--- src/rtl/cbec_pkg.sv ---
// Shared types, constants and helper functions of the control byte escape codec.
// No dependencies; every other file refers to it by scoped names.
package cbec_pkg;

   localparam logic [7:0] ESC_BYTE = 8'h1b;
   localparam logic [7:0] STX_BYTE = 8'h02;
   localparam logic [7:0] XON_BYTE = 8'h11;
   localparam logic [7:0] XOF_BYTE = 8'h13;

   localparam logic [1:0] STOP_NONE    = 2'd0;
   localparam logic [1:0] STOP_RAW     = 2'd1;
   localparam logic [1:0] STOP_ESCAPED = 2'd2;

   localparam int unsigned CSR_ADDR_W = 3;
   localparam logic [0:0]  REG_DECODE_MODE  = 1'b0;
   localparam logic [0:0]  REG_STRICT_CHECK = 1'b1;

   typedef struct packed {
      logic [7:0] in_byte;
      logic       in_last;
   } req_type;

   typedef struct packed {
      logic [7:0] out_byte;
      logic       has_byte;
      logic       out_last;
      logic [1:0] stop_cause;
   } rsp_type;

   typedef struct packed {
      logic decode_mode;
      logic strict_check;
   } cfg_type;

   typedef struct packed {
      logic    first_valid;
      logic    second_valid;
      rsp_type first;
      rsp_type second;
   } eng_out_type;

   function automatic logic is_control(input logic [7:0] b);
      logic hit;
      unique case (b)
         8'h02, 8'h03, 8'h05, 8'h06, 8'h11,
         8'h13, 8'h15, 8'h17, 8'h1b: hit = 1'b1;
         default:                    hit = 1'b0;
      endcase
      return hit;
   endfunction

   function automatic logic is_raw_halt(input logic [7:0] b, input logic strict);
      logic hit;
      if (strict) begin
         hit = is_control(b) && (b != ESC_BYTE);
      end else begin
         hit = (b == STX_BYTE) || (b == XON_BYTE) || (b == XOF_BYTE);
      end
      return hit;
   endfunction

endpackage

--- src/rtl/cbec_csr.sv ---
// APB-style configuration registers of the escape codec: mode and strict check.
// Depends on cbec_pkg.
module cbec_csr (
   input  logic                             clock,
   input  logic                             reset,
   input  logic                             csr_psel,
   input  logic                             csr_penable,
   input  logic                             csr_pwrite,
   input  logic [cbec_pkg::CSR_ADDR_W-1:0]  csr_paddr,
   input  logic [31:0]                      csr_pwdata,
   output logic [31:0]                      csr_prdata,
   output logic                             csr_pready,
   output cbec_pkg::cfg_type                cfg
);

   cbec_pkg::cfg_type cfg_ff, cfg_in;
   logic              wr_en;
   logic [0:0]        reg_index;

   assign csr_pready = 1'b1;
   assign reg_index  = csr_paddr[2:2];
   assign wr_en      = csr_psel && csr_penable && csr_pwrite && csr_pready;

   always_comb begin
      cfg_in = cfg_ff;
      if (wr_en) begin
         unique case (reg_index)
            cbec_pkg::REG_DECODE_MODE:  cfg_in.decode_mode  = csr_pwdata[0];
            cbec_pkg::REG_STRICT_CHECK: cfg_in.strict_check = csr_pwdata[0];
            default:                    cfg_in = cfg_ff;
         endcase
      end
   end

   always_ff @(posedge clock) begin
      if (reset) begin
         cfg_ff <= '0;
      end else begin
         cfg_ff <= cfg_in;
      end
   end

   always_comb begin
      unique case (reg_index)
         cbec_pkg::REG_DECODE_MODE:  csr_prdata = {31'd0, cfg_ff.decode_mode};
         cbec_pkg::REG_STRICT_CHECK: csr_prdata = {31'd0, cfg_ff.strict_check};
         default:                    csr_prdata = 32'd0;
      endcase
   end

   assign cfg = cfg_ff;

endmodule

--- src/rtl/cbec_engine.sv ---
// Escape and unescape logic with the per-buffer decode state.
// Depends on cbec_pkg; produces up to two results per accepted transaction.
module cbec_engine (
   input  logic                  clock,
   input  logic                  reset,
   input  cbec_pkg::cfg_type     cfg,
   input  logic                  accept,
   input  cbec_pkg::req_type     req,
   output cbec_pkg::eng_out_type eng
);

   logic       esc_pending_ff, esc_pending_in;
   logic [1:0] halt_ff, halt_in;
   logic [7:0] b;
   logic [7:0] inv_b;
   logic       last;

   cbec_pkg::eng_out_type res;

   assign b     = req.in_byte;
   assign inv_b = ~req.in_byte;
   assign last  = req.in_last;

   always_comb begin
      res            = '0;
      esc_pending_in = esc_pending_ff;
      halt_in        = halt_ff;
      if (!cfg.decode_mode) begin
         if (cbec_pkg::is_control(b)) begin
            res.first_valid  = 1'b1;
            res.first        = '{cbec_pkg::ESC_BYTE, 1'b1, 1'b0, cbec_pkg::STOP_NONE};
            res.second_valid = 1'b1;
            res.second       = '{inv_b, 1'b1, last, cbec_pkg::STOP_NONE};
         end else begin
            res.first_valid  = 1'b1;
            res.first        = '{b, 1'b1, last, cbec_pkg::STOP_NONE};
         end
      end else begin
         priority if (halt_ff != cbec_pkg::STOP_NONE) begin
            res.first_valid = 1'b1;
            res.first       = '{b, 1'b1, last, halt_ff};
         end else if (esc_pending_ff) begin
            esc_pending_in = 1'b0;
            if (cfg.strict_check && !cbec_pkg::is_control(inv_b)) begin
               halt_in = cbec_pkg::STOP_ESCAPED;
            end
            res.first_valid = 1'b1;
            res.first       = '{inv_b, 1'b1, last, halt_in};
         end else if (cbec_pkg::is_raw_halt(b, cfg.strict_check)) begin
            halt_in         = cbec_pkg::STOP_RAW;
            res.first_valid = 1'b1;
            res.first       = '{b, 1'b1, last, cbec_pkg::STOP_RAW};
         end else if (b == cbec_pkg::ESC_BYTE) begin
            esc_pending_in = 1'b1;
            if (last) begin
               res.first_valid = 1'b1;
               res.first       = '{8'd0, 1'b0, 1'b1, cbec_pkg::STOP_NONE};
            end
         end else begin
            res.first_valid = 1'b1;
            res.first       = '{b, 1'b1, last, cbec_pkg::STOP_NONE};
         end
      end
      if (last) begin
         esc_pending_in = 1'b0;
         halt_in        = cbec_pkg::STOP_NONE;
      end
   end

   always_ff @(posedge clock) begin
      if (reset) begin
         esc_pending_ff <= 1'b0;
         halt_ff        <= cbec_pkg::STOP_NONE;
      end else if (accept) begin
         esc_pending_ff <= esc_pending_in;
         halt_ff        <= halt_in;
      end
   end

   always_comb begin
      eng              = res;
      eng.first_valid  = res.first_valid && accept;
      eng.second_valid = res.second_valid && accept;
   end

   a_esc_halt_excl: assert property (@(posedge clock) disable iff (reset)
      !(esc_pending_ff && (halt_ff != cbec_pkg::STOP_NONE)))
      else $error("escape pending while halted");

   a_halt_code: assert property (@(posedge clock) disable iff (reset)
      halt_ff != 2'd3)
      else $error("halt status holds an undefined cause");

   a_last_clears: assert property (@(posedge clock) disable iff (reset)
      (accept && req.in_last) |=> (!esc_pending_ff && (halt_ff == cbec_pkg::STOP_NONE)))
      else $error("state not cleared after end of buffer");

endmodule

--- src/rtl/cbec_out_buf.sv ---
// Result register with a second holding slot for the escaped byte of a pair.
// Depends on cbec_pkg; drives the input ready from its occupancy.
module cbec_out_buf (
   input  logic                  clock,
   input  logic                  reset,
   input  cbec_pkg::eng_out_type eng,
   output logic                  req_ready,
   output logic                  rsp_valid,
   input  logic                  rsp_ready,
   output cbec_pkg::rsp_type     rsp_data
);

   logic              rsp_valid_ff, rsp_valid_in;
   logic              pend_valid_ff, pend_valid_in;
   cbec_pkg::rsp_type rsp_data_ff, rsp_data_in;
   cbec_pkg::rsp_type pend_data_ff, pend_data_in;

   assign req_ready = !pend_valid_ff && (!rsp_valid_ff || rsp_ready);

   always_comb begin
      rsp_valid_in  = rsp_valid_ff;
      rsp_data_in   = rsp_data_ff;
      pend_valid_in = pend_valid_ff;
      pend_data_in  = pend_data_ff;
      priority if (pend_valid_ff) begin
         if (rsp_ready) begin
            rsp_data_in   = pend_data_ff;
            pend_valid_in = 1'b0;
         end
      end else if (eng.first_valid) begin
         rsp_valid_in  = 1'b1;
         rsp_data_in   = eng.first;
         pend_valid_in = eng.second_valid;
         pend_data_in  = eng.second;
      end else if (rsp_ready) begin
         rsp_valid_in = 1'b0;
      end
   end

   always_ff @(posedge clock) begin
      if (reset) begin
         rsp_valid_ff  <= 1'b0;
         pend_valid_ff <= 1'b0;
      end else begin
         rsp_valid_ff  <= rsp_valid_in;
         pend_valid_ff <= pend_valid_in;
      end
      rsp_data_ff  <= rsp_data_in;
      pend_data_ff <= pend_data_in;
   end

   assign rsp_valid = rsp_valid_ff;
   assign rsp_data  = rsp_data_ff;

   a_pend_needs_rsp: assert property (@(posedge clock) disable iff (reset)
      pend_valid_ff |-> rsp_valid_ff)
      else $error("second byte held without a first");

   a_pend_blocks_input: assert property (@(posedge clock) disable iff (reset)
      pend_valid_ff |-> !req_ready)
      else $error("input taken while second byte still held");

   a_pend_promotes: assert property (@(posedge clock) disable iff (reset)
      (pend_valid_ff && rsp_ready) |=> (rsp_valid_ff && !pend_valid_ff))
      else $error("held second byte not advanced");

endmodule

--- src/rtl/control_byte_escape_codec_core.sv ---
// Control byte escape codec, top level: configuration registers, codec engine, result buffer.
// The first result of a transaction is written into the result register when the transaction is accepted.
// Throughput: one byte per cycle while the receiver takes results; for an escaped control byte in encode mode,
// the second result waits in the holding slot of the result buffer while input stalls.
// Reset (synchronous): encode mode, strict check off, no escape pending, not halted, buffer empty.
module control_byte_escape_codec_core (
   input  logic                             clock,
   input  logic                             reset,
   input  logic                             req_valid,
   output logic                             req_ready,
   input  cbec_pkg::req_type                req_data,
   output logic                             rsp_valid,
   input  logic                             rsp_ready,
   output cbec_pkg::rsp_type                rsp_data,
   input  logic                             csr_psel,
   input  logic                             csr_penable,
   input  logic                             csr_pwrite,
   input  logic [cbec_pkg::CSR_ADDR_W-1:0]  csr_paddr,
   input  logic [31:0]                      csr_pwdata,
   output logic [31:0]                      csr_prdata,
   output logic                             csr_pready
);

   cbec_pkg::cfg_type     cfg;
   cbec_pkg::eng_out_type eng;
   logic                  accept;

   assign accept = req_valid && req_ready;

   cbec_csr u_csr (
      .clock       (clock),
      .reset       (reset),
      .csr_psel    (csr_psel),
      .csr_penable (csr_penable),
      .csr_pwrite  (csr_pwrite),
      .csr_paddr   (csr_paddr),
      .csr_pwdata  (csr_pwdata),
      .csr_prdata  (csr_prdata),
      .csr_pready  (csr_pready),
      .cfg         (cfg)
   );

   cbec_engine u_engine (
      .clock  (clock),
      .reset  (reset),
      .cfg    (cfg),
      .accept (accept),
      .req    (req_data),
      .eng    (eng)
   );

   cbec_out_buf u_out_buf (
      .clock     (clock),
      .reset     (reset),
      .eng       (eng),
      .req_ready (req_ready),
      .rsp_valid (rsp_valid),
      .rsp_ready (rsp_ready),
      .rsp_data  (rsp_data)
   );

endmodule

--- config.mk ---
export PLATFORM = sky130hd
export DESIGN_NAME = control_byte_escape_codec_core
export DESIGN_NICKNAME = d
export VERILOG_FILES = /design/src/rtl/cbec_pkg.sv /design/src/rtl/cbec_csr.sv /design/src/rtl/cbec_engine.sv /design/src/rtl/cbec_out_buf.sv /design/src/rtl/control_byte_escape_codec_core.sv
export SDC_FILE = /design/constraint.sdc
export NUM_CORES = 1
export LEC_CHECK = 0
export ABC_AREA = 1
export BUFFER_PORTS_ARGS = -buffer_cell sky130_fd_sc_hd__buf_2
export CAP_MARGIN = 5
export CORE_UTILIZATION = 30
export DETAILED_ROUTE_END_ITERATION = 6
export PLACE_DENSITY = 0.54
export RECOVER_POWER = 100
export SLEW_MARGIN = 20
export SYNTH_ARGS = -nofsm -noshare
export SYNTH_HDL_FRONTEND = slang
export SYNTH_HIERARCHICAL = 1
export SYNTH_SLANG_ARGS = --single-unit
--- constraint.sdc ---
create_clock -name clock -period 5.1 [get_ports clock]
set_input_delay 1.02 -clock clock [delete_from_list [all_inputs] [get_ports clock]]
set_output_delay 1.02 -clock clock [all_outputs]
set_load 0.005 [all_outputs]
==> results.ini, run 1 <==
[clock_network]
htree_levels = 2
clock_sinks = 31
cts.clk_slew.worst_paths_ps = 60
cts_buffers = 5
ctsLongestPathBuffers = 2
holdBufCountCts = 0
clkLatencyLatePin_ps = 280
cts_tree = yes
post-cts-setup-buffers = 0
cts-resized-gates = 0
clockRootBuffer = clkbuf_8

[worst_setup_path]
rr_startpoint = u_out_buf/pend_valid_ff
cp_slowest_stage_delay_ps = 320
reg2reg_slack_ps = 2960
arrival_ps = 2850
critPathLaunchType = primary input
path_buf_inv = 4
r2r-end = u_out_buf/rsp_data[10]
cp_slowest_cell = clkbuf_1
crit_type = primary input to flop
cp_max_fo = 10
r2r_cells = 8
cpLargestDelayFamily = buffers and inverters
path_cells = clkbuf_1 > ha_1 > nand3_1 > nor2_1 > nand2_1 > inv_1 > nand3_1 > o21ai_0 > inv_1 > nand2_1 > o21ai_0 > clkbuf_1
end_kind = flop
cp.required_ps = 5060

[worst_hold_path]
hold_path_startpoint = u_engine/halt_ff[1]
hold_class = flop to flop
min_path_cells = 2
holdPathEnd = u_engine/halt_ff[1]

[grt]
antenna_found_initial = 0
globalRouteMet2Util = 0.203
grt_max_degree = 17
busiest_layer = met2
grt_pass1_vias = 1437
met3_usage = 0.0278
grt_use_total = 0.113
grt_use_met1 = 0.130
grt_pass1_wl_um = 6360
grt-ovfl-total = 0

[placement]
place_hpwl_um = 2820
io_buffers = 32
place.gp.congestion = 0.809

[sta]
clock-skew-final_ps = 6.39
rsz0062_at_grt = false
setup_viol = 0
fin_crit_ps = 2890
finalMaxSlewViolations = 0
worstMarginPinSlew_ps = 557
max_slew_margin = 0.629
setup_tns_ps = 0
fin_crit_sh = 0.567
hold_viol_final = 0
whs_ps = 493
fmax_mhz = 346

[layout]
utilization = 0.336
fill_cells = 696
antennaDiodeCount = 0
syn2layout_area_growth_pct = 7.70
post_route_cells_drive_above_1_share = 0.148
num-nets-final = 345

[floorplanning]
die_w_um = 83.3
core_mm2 = 0.00635
num_rows = 29
design.die.area_mm2 = 0.00694
start_util = 0.312
top_level_ports = 98
die_y_um = 83.3

[routing]
wl_per_cell_um = 9.89
drt_wl_total_um = 3640
dr_total_vias = 1538
viasPerCell = 4.18
drc_errors = 0
ant_nets = 0
drtIter0Drc = 78
firstDrtPassIters = 4

[pwr]
power_uw = 537
cellPowerDensity_mw_per_mm2 = 252
peakVddDrop_v = 0.000123
p_leak_nw = 1.03

[synthesis]
yosysSeqAreaShare = 0.434
synth_area_mm2 = 0.00198
yosysWarnings = 6
synth_seq_cells = 31
netlist-cell-type-count = 23
postSynthAreaPerCell_um2 = 7.74
synthCells = 256

[flow_run]
cap_violations = 0

[run_status]
outcome = complete, no violations

==> stage by stage <==
stage                     setup WS [ps]  instance area [um2]  instances
after CTS                          2450                 2160        368
after global placement             2160                 2080        360
final                              2210                 2130        368
after global routing               1950                 2130        368
after detailed placement           2150                 2080        360
after floorplan                    2400                 2100        287
==> synth_stat cells <==
cell type	n	area (um2)
o21ai_1	1	5.00
inv_2	4	15.0
nor3_1	1	5.00
o21ai_0	7	35.0
buf_6	1	11.3
inv_1	30	113
xor2_1	1	8.76
a31oi_1	1	6.26
nor2_4	1	11.3
a21oi_1	12	60.1
edfxtp_1	24	721
conb_1	3	11.3
nor2_1	20	75.1
ha_1	4	50.1
buf_2	1	5.00
nand2_1	77	289
nand2_2	1	6.26
a21oi_2	4	35.0
dfxtp_1	7	140
nand3_2	1	10.0
nor2_2	5	31.3
nand3_1	15	75.1
buf_4	35	263
==> layout make-up <==
cell class / count / area, um2 / area share
Inverter: 34 / 128 / 0.0598
Sequential cell: 31 / 861 / 0.403
Tap cell: 77 / 96.3 / 0.0451
Clock inverter: 2 / 8.76 / 0.00410
Clock buffer: 6 / 72.6 / 0.0340
Multi-Input combinational cell: 185 / 813 / 0.381
Timing Repair Buffer: 33 / 155 / 0.0727
==> power by group <==
| group | switching, mW | internal [mW] | leakage, nW | total (mW) |
|---|---|---|---|---|
| logic | 0.0426 | 0.0198 | 0.696 | 0.0623 |
| registers | 0.00386 | 0.287 | 0.289 | 0.291 |
| clock network | 0.0904 | 0.0936 | 0.0426 | 0.184 |
| total | 0.137 | 0.400 | 1.03 | 0.537 |
==> sequential cells by signal, indices dropped and copies added, names as in the netlist <==
| name | cells |
|---|---|
| u_out_buf/pend_data_ff | 12 |
| u_engine/esc_pending_ff | 1 |
| u_csr/cfg | 2 |
| u_out_buf/rsp_valid | 1 |
| u_out_buf/pend_valid_ff | 1 |
| u_out_buf/rsp_data | 12 |
| u_engine/halt_ff | 2 |
==> per-layer routing <==
layer	vias to the layer above	part of all wire
met5	-	0
met4	0	0.016
met3	5	0.053
met2	50	0.48
met1	679	0.45
li1	804	-
==> worst register-to-register path, delay by kind of cell, from the launching register on <==
kind | cells | cell delay (ps)
compound gates | 3 | 530
buf+inv | 3 | 640
flops | 1 | 470
simple gates | 2 | 150
==> placed cells by master (no fill, tap or decap), types with 2 or more instances in the layout <==
master	Yosys	layout
a21oi_1	12	14
clkbuf_8	0	5
buf_2	1	25
nand2_1	77	77
inv_2	4	4
inv_1	30	30
nand3_1	15	15
nor2_2	5	4
nor2_1	20	22
o21ai_0	7	8
dfxtp_1	7	7
clkbuf_1	0	9
a21oi_2	4	2
conb_1	3	34
ha_1	4	4
edfxtp_1	24	24
==> kinds of logic (layout without fill, tap and decap cells) <==
logic type               after synthesis  after routing  share of synthesized area
adder cells (fa/ha/maj)                4              4                     0.0253
AO/OA/AOI/OAI                         25             25                     0.0713
XOR/XNOR                               1              1                    0.00442
flip-flops                            31             31                      0.434
buffers and inverters                 71             75                      0.205
AND/OR/NAND/NOR                      121            121                      0.254
other                                  3             34                    0.00568
==> how the worst max path moves through the flow <==
stage           startpoint                endpoint  cells after the start  slack [ps]
6_report       req_data[2]  u_out_buf/rsp_data[10]                     12        2210
5_1_grt        req_data[2]  u_out_buf/rsp_data[10]                     12        1950
4_1_cts        req_data[1]   u_out_buf/rsp_data[4]                     11        2450
3_5_place_dp   req_data[1]   u_out_buf/rsp_data[4]                     11        2150
3_3_place_gp   req_data[1]   u_out_buf/rsp_data[8]                     11        2160
2_1_floorplan  req_data[1]   u_out_buf/rsp_data[0]                     10        2400
Power figures use the tool's default switching activity.
==> inputs of run 2 (changes only) <==
--- a/config.mk
+++ b/config.mk
@@ -5,7 +5,7 @@
 export SDC_FILE = /design/constraint.sdc
 export NUM_CORES = 1
 export LEC_CHECK = 0
-export ABC_AREA = 1
+export ABC_AREA = 0
 export BUFFER_PORTS_ARGS = -buffer_cell sky130_fd_sc_hd__buf_2
 export CAP_MARGIN = 5
 export CORE_UTILIZATION = 30
==> constraint.sdc (replaced) <==
create_clock -name clock -period 2.9 [get_ports clock]
set_input_delay 0.58 -clock clock [delete_from_list [all_inputs] [get_ports clock]]
set_output_delay 0.58 -clock clock [all_outputs]
set_load 0.005 [all_outputs]
==> run 2 against run 1 <==
Compared with the run above: worst setup slack got worse by 1800 ps; die area decreased by 0.19%; synthesized area fell by 0.19%; routed wire length decreased by 3.5%; final area shrank 0.53%; largest cell class is now multi-input combinational cells; sequential share of layout area grew 0.21 points; sequential power grew 75%; via count is 14% lower; clock skew down 4.4 ps.
==> results.ini, run 2 <==
[sta]
rsz0062_at_grt = false
setup_tns_ps = 0
worstMarginPinSlew_ps = 817
finalMaxSlewViolations = 0
hold_viol_final = 0
clock-skew-final_ps = 2.00
setup_viol = 0
fmax_mhz = 408
fin_crit_ps = 2450
fin_crit_sh = 0.844
max_slew_margin = 0.455

[layout]
antennaDiodeCount = 0
final_common_cell = conb_1
final_cell_mix = conb_1, buf_2, edfxtp_1
num-nets-final = 274
syn2layout_area_growth_pct = 7.34
utilization = 0.334
post_route_cells_drive_above_1_share = 0.200

[synthesis]
synth_most_common_cell = buf_4
postSynthAreaPerCell_um2 = 10.6
synth_top_cell_by_area = edfxtp_1
synth_seq_cells = 31
synthTopCellsByArea = edfxtp_1, buf_4, dfxtp_1
synth_common_cells = buf_4, edfxtp_1, nor2_1
synth_top_area_frac = 0.364
yosysSeqAreaShare = 0.435
yosysWarnings = 6
synth-edff-count = 24
synth_area_mm2 = 0.00198
netlist-cell-type-count = 42
synthCells = 187
async_reset_ff_frac = 0
synth_top_flop_cell = edfxtp_1

[floorplanning]
num_rows = 29
start_util = 0.312
top_level_ports = 98
core_mm2 = 0.00635
die_y_um = 83.2
die_w_um = 83.2
design.die.area_mm2 = 0.00692

[clock_network]
clkLatencyLatePin_ps = 280
clockRootBuffer = clkbuf_8
cts.clk_slew.worst_paths_ps = 60
clock_sinks = 31
post-cts-setup-buffers = 0
ctsLongestPathBuffers = 2
holdBufCountCts = 0
cts_buffers = 5
cts-resized-gates = 0
htree_levels = 2
cts_tree = yes

[routing]
drtIter0Drc = 44
dr_total_vias = 1315
wl_per_cell_um = 11.8
viasPerCell = 4.43
drc_errors = 0
drt_wl_total_um = 3510
firstDrtPassIters = 4
ant_nets = 0

[pwr]
p_switching_uw = 221
p_seq_frac = 0.548
p_int_uw = 710
cellPowerDensity_mw_per_mm2 = 439
p_clk_frac = 0.335
p_leak_nw = 0.913
power_uw = 932
peakVddDrop_v = 0.000232
comb_power_share = 0.118
switching_share = 0.238

[worst_setup_path]
crit_type = primary input to flop
worstSetupStartpoint = req_data[1]
arrival_ps = 2480
cp.required_ps = 2930
critPathLaunchType = primary input
cp_max_fo = 8
end_kind = flop
rr_startpoint = u_out_buf/rsp_valid

[grt]
grt_pass1_wl_um = 5890
grt-ovfl-total = 0
grt_max_degree = 17
antenna_found_initial = 0
grt_use_total = 0.109
grt_pass1_vias = 1203

[placement]
io_buffers = 32
place_hpwl_um = 2580
place.gp.congestion = 0.720

[flow_run]
cap_violations = 0

[worst_hold_path]
hold_path_startpoint = u_engine/halt_ff[1]
hold_class = flop to flop

[run_status]
outcome = complete, no violations

-- run 2: cell count changes after synthesis, sizes merged, moves of 4 or more --
cell and change:
nor2 -7, nand2b +7, inv -24, a22oi +4
nor2b +5, nor3b +4, mux2 +13, a21oi -12
nand2 -75, nand3 -13, clkbuf +4
-- run 2: per-layer routing --
layer,global-route usage,up-vias,wire [um]
li1,-,647,-
met1,0.139,616,1670
met2,0.171,45,1570
met3,0.0338,7,195
met4,0.0470,0,65
met5,0,-,0
-- run 2: path summary, 6_finish.rpt --
path                                endpoint  slack, ps  cells past startpoint
setup reg to reg  u_out_buf/pend_data_ff[11]        670                      6
setup / recovery       u_out_buf/rsp_data[0]        450                      8
hold / removal           u_engine/halt_ff[1]        530                      2
hold reg to reg          u_engine/halt_ff[1]        530                      2
-- run 2: cell type report --
type | count | area (um2)
fillers | 640 | 4230
multi-input cells | 136 | 863
flip-flops and latches | 31 | 861
repair buffers | 35 | 185
well taps | 77 | 96.3
clock buffers | 6 | 72.6
inverters | 10 | 37.5
clock inverters | 2 | 7.51
-- run 2: cell families (layout without fill, tap and decap cells) --
group,Yosys count,after routing,synth area share
XOR/XNOR,3,3,0.0133
flip-flops,31,31,0.435
other,3,34,0.00569
multiplexers,16,16,0.104
adder cells (fa/ha/maj),4,4,0.0253
buffers and inverters,51,53,0.171
AND/OR/NAND/NOR,54,54,0.160
AO/OA/AOI/OAI,25,25,0.0848
-- run 2: critical path: stages --
cell and delay, ps:
clkbuf_1 260, inv_1 150, ha_1 340, mux2i_1 190, nor4b_1 70, a2111oi_0 510, nor2_1 110, mux2_4 280
-- run 2: power by group through the flow --
stage	clock (mW)	sequential [mW]	combinational [mW]
global placement	0	0.519	0.114
global route	0.342	0.513	0.125
CTS	0.326	0.511	0.116
finish	0.312	0.510	0.110
detailed placement	0	0.520	0.116
floorplan	0	0.521	0.101
-- run 2: per-stage QoR --
step | cell area, um2 | setup slack (ps) | hold WS, ps | std cells
2_1_floorplan | 2090 | 548 | 488 | 218
3_3_place_gp | 2080 | 327 | 520 | 289
3_5_place_dp | 2080 | 298 | 525 | 289
4_1_cts | 2160 | 605 | 533 | 297
5_1_grt | 2120 | 224 | 570 | 297
6_report | 2120 | 452 | 530 | 297
